--- src/hw/rtl/calendar_date_arithmetic_assert.svh ---
// Assertion macros for the calendar date arithmetic block.
`ifndef CALENDAR_DATE_ARITHMETIC_ASSERT_SVH
`define CALENDAR_DATE_ARITHMETIC_ASSERT_SVH
`ifndef SYNTHESIS
`define CDA_ASSERT_IMP(label, clk, rst, ante, cons) \
   label: assert property (@(posedge clk) disable iff (rst) (ante) |-> (cons)) \
      else $error("assertion failed");
`define CDA_ASSERT_NXT(label, clk, rst, ante, cons) \
   label: assert property (@(posedge clk) disable iff (rst) (ante) |=> (cons)) \
      else $error("assertion failed");
`else
`define CDA_ASSERT_IMP(label, clk, rst, ante, cons)
`define CDA_ASSERT_NXT(label, clk, rst, ante, cons)
`endif
`endif

--- src/hw/rtl/cda_pkg.sv ---
// Types, codes and calendar tables shared by the date arithmetic pipeline.
`default_nettype none
package cda_pkg;

   localparam logic FUNC_DIFF = 1'b0;
   localparam logic FUNC_ADD  = 1'b1;

   localparam logic [1:0] STATUS_OK       = 2'd0;
   localparam logic [1:0] STATUS_BAD_DATE = 2'd1;
   localparam logic [1:0] STATUS_RANGE    = 2'd2;

   localparam logic [17:0] DAYS_400 = 18'd146097;
   localparam logic [15:0] DAYS_100 = 16'd36524;
   localparam logic [10:0] DAYS_4   = 11'd1461;
   localparam logic [8:0]  DAYS_1   = 9'd365;

   localparam logic [22:0] DIFF_LIMIT     = 23'd4194303;
   localparam logic [16:0] YEAR_FIELD_MAX = 17'd16383;

   typedef struct packed {
      logic        func;
      logic [4:0]  a_day;
      logic [3:0]  a_month;
      logic [13:0] a_year;
      logic [4:0]  b_day;
      logic [3:0]  b_month;
      logic [13:0] b_year;
      logic [21:0] add_count;
   } cda_req_type;

   typedef struct packed {
      logic signed [22:0] day_difference;
      logic [4:0]         result_day;
      logic [3:0]         result_month;
      logic [13:0]        result_year;
      logic [1:0]         status;
   } cda_rsp_type;

   // Handed from the day-number front end to the date split back end.
   typedef struct packed {
      logic               func;
      logic               bad;
      logic               diff_sat;
      logic signed [22:0] diff;
      logic [23:0]        day_sum;
   } cda_mid_type;

   // Days in the months before the given one of a common year.
   function automatic logic [8:0] days_before(input logic [3:0] month);
      logic [8:0] days;
      case (month)
         4'd1:    days = 9'd0;
         4'd2:    days = 9'd31;
         4'd3:    days = 9'd59;
         4'd4:    days = 9'd90;
         4'd5:    days = 9'd120;
         4'd6:    days = 9'd151;
         4'd7:    days = 9'd181;
         4'd8:    days = 9'd212;
         4'd9:    days = 9'd243;
         4'd10:   days = 9'd273;
         4'd11:   days = 9'd304;
         4'd12:   days = 9'd334;
         default: days = 9'd0;
      endcase
      return days;
   endfunction

   function automatic logic [4:0] month_length(input logic [3:0] month, input logic leap);
      logic [4:0] len;
      case (month)
         4'd2:                                  len = leap ? 5'd29 : 5'd28;
         4'd4, 4'd6, 4'd9, 4'd11:               len = 5'd30;
         4'd1, 4'd3, 4'd5, 4'd7, 4'd8, 4'd10,
         4'd12:                                 len = 5'd31;
         default:                               len = 5'd0;
      endcase
      return len;
   endfunction

endpackage
`default_nettype wire

--- src/hw/rtl/cda_front.sv ---
// Front end: date checks, day numbers of both dates, difference and add sum.
`default_nettype none
module cda_front #(
   parameter int unsigned MAX_YEAR = 9999
) (
   input  logic                 clock,
   input  logic                 reset,
   input  logic                 advance,
   input  logic                 in_valid,
   input  cda_pkg::cda_req_type in_req,
   output logic                 out_valid,
   output cda_pkg::cda_mid_type out_mid
);
   import cda_pkg::*;

   localparam logic [16:0] MaxYear = 17'(MAX_YEAR);

   typedef struct packed {
      logic [13:0] p;
      logic [7:0]  qp;
      logic [22:0] p365;
      logic [4:0]  day;
      logic [3:0]  month;
      logic        year4;
      logic        range_ok;
   } s1_type;

   typedef struct packed {
      logic [22:0] num;
      logic        ok;
   } s2_type;

   logic        v1_ff, v2_ff, v3_ff;
   s1_type      s1_ff [2];
   s1_type      s1_in [2];
   s2_type      s2_ff [2];
   s2_type      s2_in [2];
   logic        func1_ff, func2_ff;
   logic [21:0] cnt1_ff, cnt2_ff;
   cda_mid_type mid_ff, mid_in;

   logic [4:0]  dd [2];
   logic [3:0]  mm [2];
   logic [13:0] yy [2];
   logic [26:0] qp_prod [2];
   logic [6:0]  rem [2];
   logic        leap [2];

   assign dd[0] = in_req.a_day;
   assign mm[0] = in_req.a_month;
   assign yy[0] = in_req.a_year;
   assign dd[1] = in_req.b_day;
   assign mm[1] = in_req.b_month;
   assign yy[1] = in_req.b_year;

   // Stage 1: p = year - 1, p / 100 by reciprocal, p * 365, range checks.
   always_comb begin
      for (int k = 0; k < 2; k++) begin
         s1_in[k].p        = yy[k] - 14'd1;
         qp_prod[k]        = 27'(s1_in[k].p) * 27'd5243;
         s1_in[k].qp       = qp_prod[k][26:19];
         s1_in[k].p365     = 23'(s1_in[k].p) * 23'd365;
         s1_in[k].day      = dd[k];
         s1_in[k].month    = mm[k];
         s1_in[k].year4    = (yy[k][1:0] == 2'b00);
         s1_in[k].range_ok = (mm[k] >= 4'd1) && (mm[k] <= 4'd12) && (yy[k] != 14'd0)
                             && ({3'b000, yy[k]} <= MaxYear);
      end
   end

   // Stage 2: leap year, day check and the day number counted from 1 January of year 1.
   always_comb begin
      for (int k = 0; k < 2; k++) begin
         rem[k]  = 7'(s1_ff[k].p - 14'(s1_ff[k].qp) * 14'd100);
         // The year is a century when p ends in 99, and a 400th year when p / 100 is 3 modulo 4.
         leap[k] = s1_ff[k].year4 && ((rem[k] != 7'd99) || (s1_ff[k].qp[1:0] == 2'b11));
         s2_in[k].ok  = s1_ff[k].range_ok && (s1_ff[k].day != 5'd0)
                        && (s1_ff[k].day <= month_length(s1_ff[k].month, leap[k]));
         s2_in[k].num = s1_ff[k].p365 + 23'(s1_ff[k].p >> 2) - 23'(s1_ff[k].qp)
                        + 23'(s1_ff[k].qp >> 2) + 23'(days_before(s1_ff[k].month))
                        + 23'(leap[k] && (s1_ff[k].month > 4'd2))
                        + 23'(s1_ff[k].day) - 23'd1;
      end
   end

   // Stage 3: signed difference with saturation, and the add sum.
   logic signed [23:0] diff_full;
   always_comb begin
      diff_full         = $signed({1'b0, s2_ff[0].num}) - $signed({1'b0, s2_ff[1].num});
      mid_in.func       = func2_ff;
      mid_in.bad        = !s2_ff[0].ok || ((func2_ff == FUNC_DIFF) && !s2_ff[1].ok);
      mid_in.day_sum    = 24'(s2_ff[0].num) + 24'(cnt2_ff);
      mid_in.diff_sat   = 1'b0;
      mid_in.diff       = diff_full[22:0];
      if (diff_full > $signed({1'b0, DIFF_LIMIT})) begin
         mid_in.diff_sat = 1'b1;
         mid_in.diff     = $signed(DIFF_LIMIT);
      end else if (diff_full < -$signed({1'b0, DIFF_LIMIT})) begin
         mid_in.diff_sat = 1'b1;
         mid_in.diff     = -$signed(DIFF_LIMIT);
      end
   end

   always_ff @(posedge clock) begin
      if (reset) begin
         v1_ff <= 1'b0;
         v2_ff <= 1'b0;
         v3_ff <= 1'b0;
      end else if (advance) begin
         v1_ff <= in_valid;
         v2_ff <= v1_ff;
         v3_ff <= v2_ff;
      end
   end

   always_ff @(posedge clock) begin
      if (advance) begin
         s1_ff    <= s1_in;
         s2_ff    <= s2_in;
         func1_ff <= in_req.func;
         func2_ff <= func1_ff;
         cnt1_ff  <= in_req.add_count;
         cnt2_ff  <= cnt1_ff;
         mid_ff   <= mid_in;
      end
   end

   assign out_valid = v3_ff;
   assign out_mid   = mid_ff;

endmodule
`default_nettype wire

--- src/hw/rtl/cda_split.sv ---
// Back end: splits a day number into 400, 100, 4 and 1 year blocks, month and day.
`default_nettype none
module cda_split #(
   parameter int unsigned MAX_YEAR = 9999
) (
   input  logic                 clock,
   input  logic                 reset,
   input  logic                 advance,
   input  logic                 in_valid,
   input  cda_pkg::cda_mid_type in_mid,
   output logic                 out_valid,
   output cda_pkg::cda_rsp_type out_rsp
);
   import cda_pkg::*;

   localparam logic [16:0] MaxYear   = 17'(MAX_YEAR);
   // Rounded-up reciprocals; exact quotients over the operand ranges used here.
   localparam logic [25:0] Recip400  = 26'((64'd1 << 43) / 64'd146097 + 64'd1);
   localparam logic [17:0] Recip4    = 18'((64'd1 << 28) / 64'd1461 + 64'd1);

   logic        v4_ff, v5_ff, v6_ff, v7_ff, v8_ff, v9_ff, v10_ff;
   cda_mid_type m4_ff, m5_ff, m6_ff, m7_ff, m8_ff, m9_ff;
   logic [6:0]  q400_4_ff, q400_5_ff, q400_6_ff, q400_7_ff, q400_8_ff;
   logic [17:0] r5_ff, r5_in;
   logic [1:0]  q100_6_ff, q100_7_ff, q100_8_ff, q100_in;
   logic [15:0] r6_ff, r7_ff, r6_in;
   logic [4:0]  q4_7_ff, q4_8_ff, q4_in;
   logic [10:0] r8_ff, r8_in;
   logic [8:0]  r9_ff, r9_in;
   logic [16:0] year9_ff, year9_in;
   logic        leap9_ff, leap9_in;
   logic [1:0]  q1_in;
   logic [6:0]  q400_in;
   cda_rsp_type rsp_ff, rsp_in;

   logic [49:0] prod400;
   logic [24:0] q400_days;
   logic [33:0] prod4;

   // Stage 4: number of whole 400-year blocks.
   always_comb begin
      prod400 = 50'(in_mid.day_sum) * 50'(Recip400);
      q400_in = prod400[49:43];
   end

   // Stage 5: remainder within the 400-year block.
   always_comb begin
      q400_days = 25'(q400_4_ff) * 25'(DAYS_400);
      r5_in     = 18'(25'(m4_ff.day_sum) - q400_days);
   end

   // Stage 6: centuries, capped at three so the last day of a 400th year stays in it.
   always_comb begin
      if (r5_ff >= 18'd109572) begin
         q100_in = 2'd3;
      end else if (r5_ff >= 18'd73048) begin
         q100_in = 2'd2;
      end else if (r5_ff >= 18'({2'b00, DAYS_100})) begin
         q100_in = 2'd1;
      end else begin
         q100_in = 2'd0;
      end
      r6_in = 16'(r5_ff - 18'(q100_in) * 18'({2'b00, DAYS_100}));
   end

   // Stage 7: four-year blocks.
   always_comb begin
      prod4 = 34'(r6_ff) * 34'(Recip4);
      q4_in = prod4[32:28];
   end

   // Stage 8: remainder within the four-year block.
   always_comb begin
      r8_in = 11'(r7_ff - 16'(q4_7_ff) * 16'(DAYS_4));
   end

   // Stage 9: single years, capped at three, then the year and its leap flag.
   always_comb begin
      if (r8_ff >= 11'd1095) begin
         q1_in = 2'd3;
      end else if (r8_ff >= 11'd730) begin
         q1_in = 2'd2;
      end else if (r8_ff >= 11'(DAYS_1)) begin
         q1_in = 2'd1;
      end else begin
         q1_in = 2'd0;
      end
      r9_in    = 9'(r8_ff - 11'(q1_in) * 11'(DAYS_1));
      year9_in = 17'd1 + 17'(q400_8_ff) * 17'd400 + 17'(q100_8_ff) * 17'd100
                 + 17'(q4_8_ff) * 17'd4 + 17'(q1_in);
      // Leap when last of the four years, unless a century that is not a 400th year.
      leap9_in = (q1_in == 2'd3) && ((q4_8_ff != 5'd24) || (q100_8_ff == 2'd3));
   end

   // Stage 10: month search over the year's month starts, and the result word.
   logic [3:0] month;
   logic [8:0] start;
   logic [8:0] start_m;
   always_comb begin
      month   = 4'd1;
      start   = 9'd0;
      start_m = 9'd0;
      for (int m = 2; m <= 12; m++) begin
         start_m = days_before(4'(m)) + 9'(leap9_ff && (m > 2));
         if (r9_ff >= start_m) begin
            month = 4'(m);
            start = start_m;
         end
      end
      rsp_in = '0;
      if (m9_ff.bad) begin
         rsp_in.status = STATUS_BAD_DATE;
      end else if (m9_ff.func == FUNC_DIFF) begin
         rsp_in.day_difference = m9_ff.diff;
         rsp_in.status         = m9_ff.diff_sat ? STATUS_RANGE : STATUS_OK;
      end else if ((year9_ff > MaxYear) || (year9_ff > YEAR_FIELD_MAX)) begin
         rsp_in.status = STATUS_RANGE;
      end else begin
         rsp_in.result_day   = 5'(r9_ff - start) + 5'd1;
         rsp_in.result_month = month;
         rsp_in.result_year  = year9_ff[13:0];
         rsp_in.status       = STATUS_OK;
      end
   end

   always_ff @(posedge clock) begin
      if (reset) begin
         v4_ff  <= 1'b0;
         v5_ff  <= 1'b0;
         v6_ff  <= 1'b0;
         v7_ff  <= 1'b0;
         v8_ff  <= 1'b0;
         v9_ff  <= 1'b0;
         v10_ff <= 1'b0;
      end else if (advance) begin
         v4_ff  <= in_valid;
         v5_ff  <= v4_ff;
         v6_ff  <= v5_ff;
         v7_ff  <= v6_ff;
         v8_ff  <= v7_ff;
         v9_ff  <= v8_ff;
         v10_ff <= v9_ff;
      end
   end

   always_ff @(posedge clock) begin
      if (advance) begin
         m4_ff     <= in_mid;
         m5_ff     <= m4_ff;
         m6_ff     <= m5_ff;
         m7_ff     <= m6_ff;
         m8_ff     <= m7_ff;
         m9_ff     <= m8_ff;
         q400_4_ff <= q400_in;
         q400_5_ff <= q400_4_ff;
         q400_6_ff <= q400_5_ff;
         q400_7_ff <= q400_6_ff;
         q400_8_ff <= q400_7_ff;
         r5_ff     <= r5_in;
         q100_6_ff <= q100_in;
         q100_7_ff <= q100_6_ff;
         q100_8_ff <= q100_7_ff;
         r6_ff     <= r6_in;
         r7_ff     <= r6_ff;
         q4_7_ff   <= q4_in;
         q4_8_ff   <= q4_7_ff;
         r8_ff     <= r8_in;
         r9_ff     <= r9_in;
         year9_ff  <= year9_in;
         leap9_ff  <= leap9_in;
         rsp_ff    <= rsp_in;
      end
   end

   assign out_valid = v10_ff;
   assign out_rsp   = rsp_ff;

endmodule
`default_nettype wire

--- src/hw/rtl/calendar_date_arithmetic.sv ---
// Ten register stages; a word accepted into stage 1 shows on rsp_valid once it is held in stage 10.
// Throughput: one word per cycle, unless a result word is held by rsp_stall.
// A result word held by rsp_stall freezes every stage, and req_stall follows it.
// Reset: synchronous, clears the valid bit of every stage; no other state is kept.
`default_nettype none
`include "calendar_date_arithmetic_assert.svh"
module calendar_date_arithmetic #(
   parameter int unsigned MAX_YEAR = 9999
) (
   input  logic                 clock,
   input  logic                 reset,
   input  logic                 req_valid,
   output logic                 req_stall,
   input  cda_pkg::cda_req_type req_data,
   output logic                 rsp_valid,
   input  logic                 rsp_stall,
   output cda_pkg::cda_rsp_type rsp_data
);
   import cda_pkg::*;

   logic        advance;
   logic        mid_valid;
   cda_mid_type mid;

   // The whole pipeline moves unless a finished word is held at the output.
   assign advance   = !rsp_valid || !rsp_stall;
   assign req_stall = !advance;

   cda_front #(.MAX_YEAR(MAX_YEAR)) u_front (
      .clock     (clock),
      .reset     (reset),
      .advance   (advance),
      .in_valid  (req_valid),
      .in_req    (req_data),
      .out_valid (mid_valid),
      .out_mid   (mid)
   );

   cda_split #(.MAX_YEAR(MAX_YEAR)) u_split (
      .clock     (clock),
      .reset     (reset),
      .advance   (advance),
      .in_valid  (mid_valid),
      .in_mid    (mid),
      .out_valid (rsp_valid),
      .out_rsp   (rsp_data)
   );

   `CDA_ASSERT_IMP(a_stall_only_when_held, clock, reset, req_stall, rsp_valid && rsp_stall)
   `CDA_ASSERT_NXT(a_held_word_stays, clock, reset, rsp_valid && rsp_stall, rsp_valid)
   `CDA_ASSERT_IMP(a_bad_date_zero, clock, reset, rsp_valid && (rsp_data.status == STATUS_BAD_DATE), (rsp_data.day_difference == 23'sd0) && (rsp_data.result_month == 4'd0))
   `CDA_ASSERT_IMP(a_date_excludes_diff, clock, reset, rsp_valid && (rsp_data.result_month != 4'd0), (rsp_data.result_day != 5'd0) && (rsp_data.day_difference == 23'sd0) && (rsp_data.result_month <= 4'd12))

endmodule
`default_nettype wire
--- config.mk ---
export PLATFORM = sky130hd
export DESIGN_NAME = calendar_date_arithmetic
export DESIGN_NICKNAME = d
export VERILOG_FILES = /design/src/hw/rtl/cda_pkg.sv /design/src/hw/rtl/cda_front.sv /design/src/hw/rtl/cda_split.sv /design/src/hw/rtl/calendar_date_arithmetic.sv
export VERILOG_INCLUDE_DIRS = /design/src /design/src/hw/rtl
export SDC_FILE = /design/constraint.sdc
export NUM_CORES = 2
export LEC_CHECK = 0
export ABC_AREA = 0
export BUFFER_PORTS_ARGS = -buffer_cell sky130_fd_sc_hd__buf_4
export CAP_MARGIN = 5
export CORE_MARGIN = 2
export CORE_UTILIZATION = 60
export CTS_CLUSTER_SIZE = 28
export DETAILED_ROUTE_END_ITERATION = 10
export PLACE_DENSITY = 0.78
export SLEW_MARGIN = 15
export SYNTH_ARGS = -nofsm -noshare
export SYNTH_HDL_FRONTEND = slang
export SYNTH_SLANG_ARGS = --single-unit
--- constraint.sdc ---
create_clock -name clock -period 25.7 [get_ports clock]
set_input_delay 3.855 -clock clock [delete_from_list [all_inputs] [get_ports clock]]
set_output_delay 3.855 -clock clock [all_outputs]
set_load 0.01 [all_outputs]
==> reports/results.txt <==
drt first pass iters - 6
worst path required time - 26.06 ns
synthesized cell area - 58200 sq um
vias per inst - 5.42
most frequent cells in the layout - inv_1 (1222), ha_1 (956), fa_1 (657), edfxtp_1 (608), a21oi_1 (194)
ratio of cells with drive above 1 in the final layout - 5.53%
post-CTS setup buffer count - 0
core footprint - 96400 sq um
Worst-Margin Slew - 1.08 ns
# fillers - 7232
hold path depth - 0
initial cell density of the core - 60.4%
Final ANT Viol Nets - 0
Post-Route WL - 115000 um
achievable frequency - 91.2 MHz
Setup Viol. Count Final - 0
commonest non-fill, non-tap cell in the layout - inv_1
kind of critical path - primary input to flop
minimum clock period - 10.97 ns
syn_area_per_cell - 11.6 sq um
CTS max path bufs - 3
Maximum Capacitance Violations - 0
post-synthesis net count - 6703
WL per Instance - 17.6 um
Die Ht - 316 um
Placer Congestion - 0.931
Synth Register Bits - 636
DP HPWL - 94100 um
Starting DRT DRC Count - 2144
full die area - 99600 sq um
largest net degree at the start of global routing - 193
fin crit share - 42.7%
P&R area growth vs syn - 8.56%
worst hold path type - flop to flop
clk sinks - 636
CTS clock-pin slew for the worst setup and hold paths - 0.06 ns
EDFF count, synth - 608
row count - 114
Seq/Total Area, Yosys - 32.3%
first-pass GRT wire length - 192000 um
placed insts - 6409
Setup TNS Final - 0 ns
clock skew - 0.0320 ns
worst-skew pair later-pin latency - 0.64 ns
Synthesis Warnings - 0
Die X - 316 um
Crit. End Element - flop
nets@finish - 6891
GRT Overall Usage - 24.3%
status - complete, no violations
via count - 35412
drt drc - 0
Final Max Tran Viols - 0
Async S/R FF share, synth - 0%
Final Hold Vio Count - 0
Num CTS Buffers - 70
R2R cell count - 22
n_diodes - 0
Syn Inst Count - 5017
initial antenna violation count - 0
RSZ-0062 raised after global routing - false
number of global-route vias before repair - 37470
htree depth - 3
crit path launch type - primary input
grt total ovfl - 0
io pins - 123
non-filler cells, final - 6535
Hold-fix buffers, CTS - 0
root buffer cell - clkbuf_16
top_reg_cell synth - edfxtp_1
CTS tree - yes
Resize count post-CTS - 0
normalized max-slew margin - 28.3%
crit-path max FO - 7
CP arrival - 11.33 ns
IO buf count - 122
number of library cell types mapped by synthesis - 83
## final timing paths
check / startpoint / end / slack (ns)
max: req_data[45] / u_front.s1_ff[97]$_DFFE_PN_ / 14.73
min: u_split.m4_ff[25]$_DFFE_PN_ / u_split.m5_ff[25]$_DFFE_PN_ / 0.41
max reg2reg: u_front.out_mid[3]$_DFFE_PN_ / u_split.q400_4_ff[5]$_DFFE_PN_ / 17.99
min reg2reg: u_split.m4_ff[25]$_DFFE_PN_ / u_split.m5_ff[25]$_DFFE_PN_ / 0.41
## layer usage
metal	GRT usage (%)	share of wire, %	vias to the layer above
met5	0	0	-
met3	2.72	4.3	198
met2	41.8	50	805
met1	33.1	43	17431
li1	-	-	16978
met4	6.44	2.7	0
## cell type report
cell class	instances	area (sq um)	area share (%)
Inverter	1226	4600	7.28
Tap cell	1276	1600	2.52
Clock inverter	45	587	0.928
Timing Repair Buffer	140	1060	1.68
Clock buffer	81	1820	2.88
Multi-Input combinational cell	3131	34700	54.9
Sequential cell	636	18800	29.8
## synth_stat cells (14+ instances only)
cell      instances  area share, %
a21o_1           72           0.93
nor3_1           53           0.46
o21ai_0          76           0.65
and2_1           48           0.52
inv_1          1222            7.9
o21bai_1         33           0.43
edfxtp_1        608             31
nand4_1          24           0.26
nor2_1          152           0.98
clkbuf_1         19           0.12
nand3_1          49           0.42
a211oi_1         14           0.18
o211ai_1         21           0.27
o21ai_1          34           0.29
nor4_1           15           0.16
nand2_1         148           0.95
o21a_1           29           0.37
and3_1           16           0.17
dfxtp_1          28           0.96
nor2b_1          34           0.37
ha_1            956             21
xnor2_1         184            2.8
a31oi_1          20           0.21
xor2_1           79            1.2
a21oi_1         194            1.7
or3_1            18           0.19
fa_1            657             23
nand2b_1         28           0.30
## flip-flops by register name (all words and copies together), names as in the netlist, 22 cells and up, named ones only
signal and count:
u_split.m7_ff 26, u_front.cnt1_ff 22, u_split.m8_ff 26, u_front.cnt2_ff 22
u_split.m9_ff 26, u_split.m5_ff 26, u_split.m6_ff 26, u_split.out_rsp 48
u_front.s2_ff 48, u_front.out_mid 50, u_front.s1_ff 108, u_split.m4_ff 44
## per-stage QoR
| step | hold WS [ns] | worst slack [ns] | area, sq um | utilization (%) |
|---|---|---|---|---|
| finish | 0.412 | 14.73 | 63200 | 65.6 |
| floorplan | 0.400 | 3.79 | 58200 | - |
| global placement | 0.401 | 14.23 | 60800 | 63.1 |
| detailed placement | 0.405 | 14.08 | 60800 | 63.1 |
| global route | 0.419 | 14.14 | 63200 | 65.6 |
| CTS | 0.414 | 14.72 | 63200 | 65.6 |
## critical path, cell delays in order
cell	delay, ns
buf_4	0.13
inv_1	0.23
ha_1	0.34
nand2_1	0.12
or3_1	0.38
or2_2	0.32
xnor2_1	0.71
ha_1	0.37
inv_1	0.13
fa_1	0.53
inv_1	0.06
fa_1	0.51
inv_1	0.05
fa_1	0.46
fa_1	0.55
inv_1	0.04
ha_1	0.29
and4_1	0.19
a2111oi_0	0.39
o211ai_1	0.18
a221oi_2	0.53
o21ai_1	0.22
a41o_1	0.32
o41ai_1	0.31
xnor2_1	0.11
## cell families after synthesis
group                      Yosys count  share of synthesized area, %
adders and majority gates         1628                          43.4
buffers and inverters             1250                          8.07
DFF                                636                          32.3
and+or+nand+nor                    628                          5.36
AOI/OAI and AO/OA                  594                          6.59
xor gates and xnor gates           264                          3.98
muxes                               17                         0.301
Power is not shown: default switching activity piles up to over one toggle a cycle in this logic, so the estimate is an artifact.
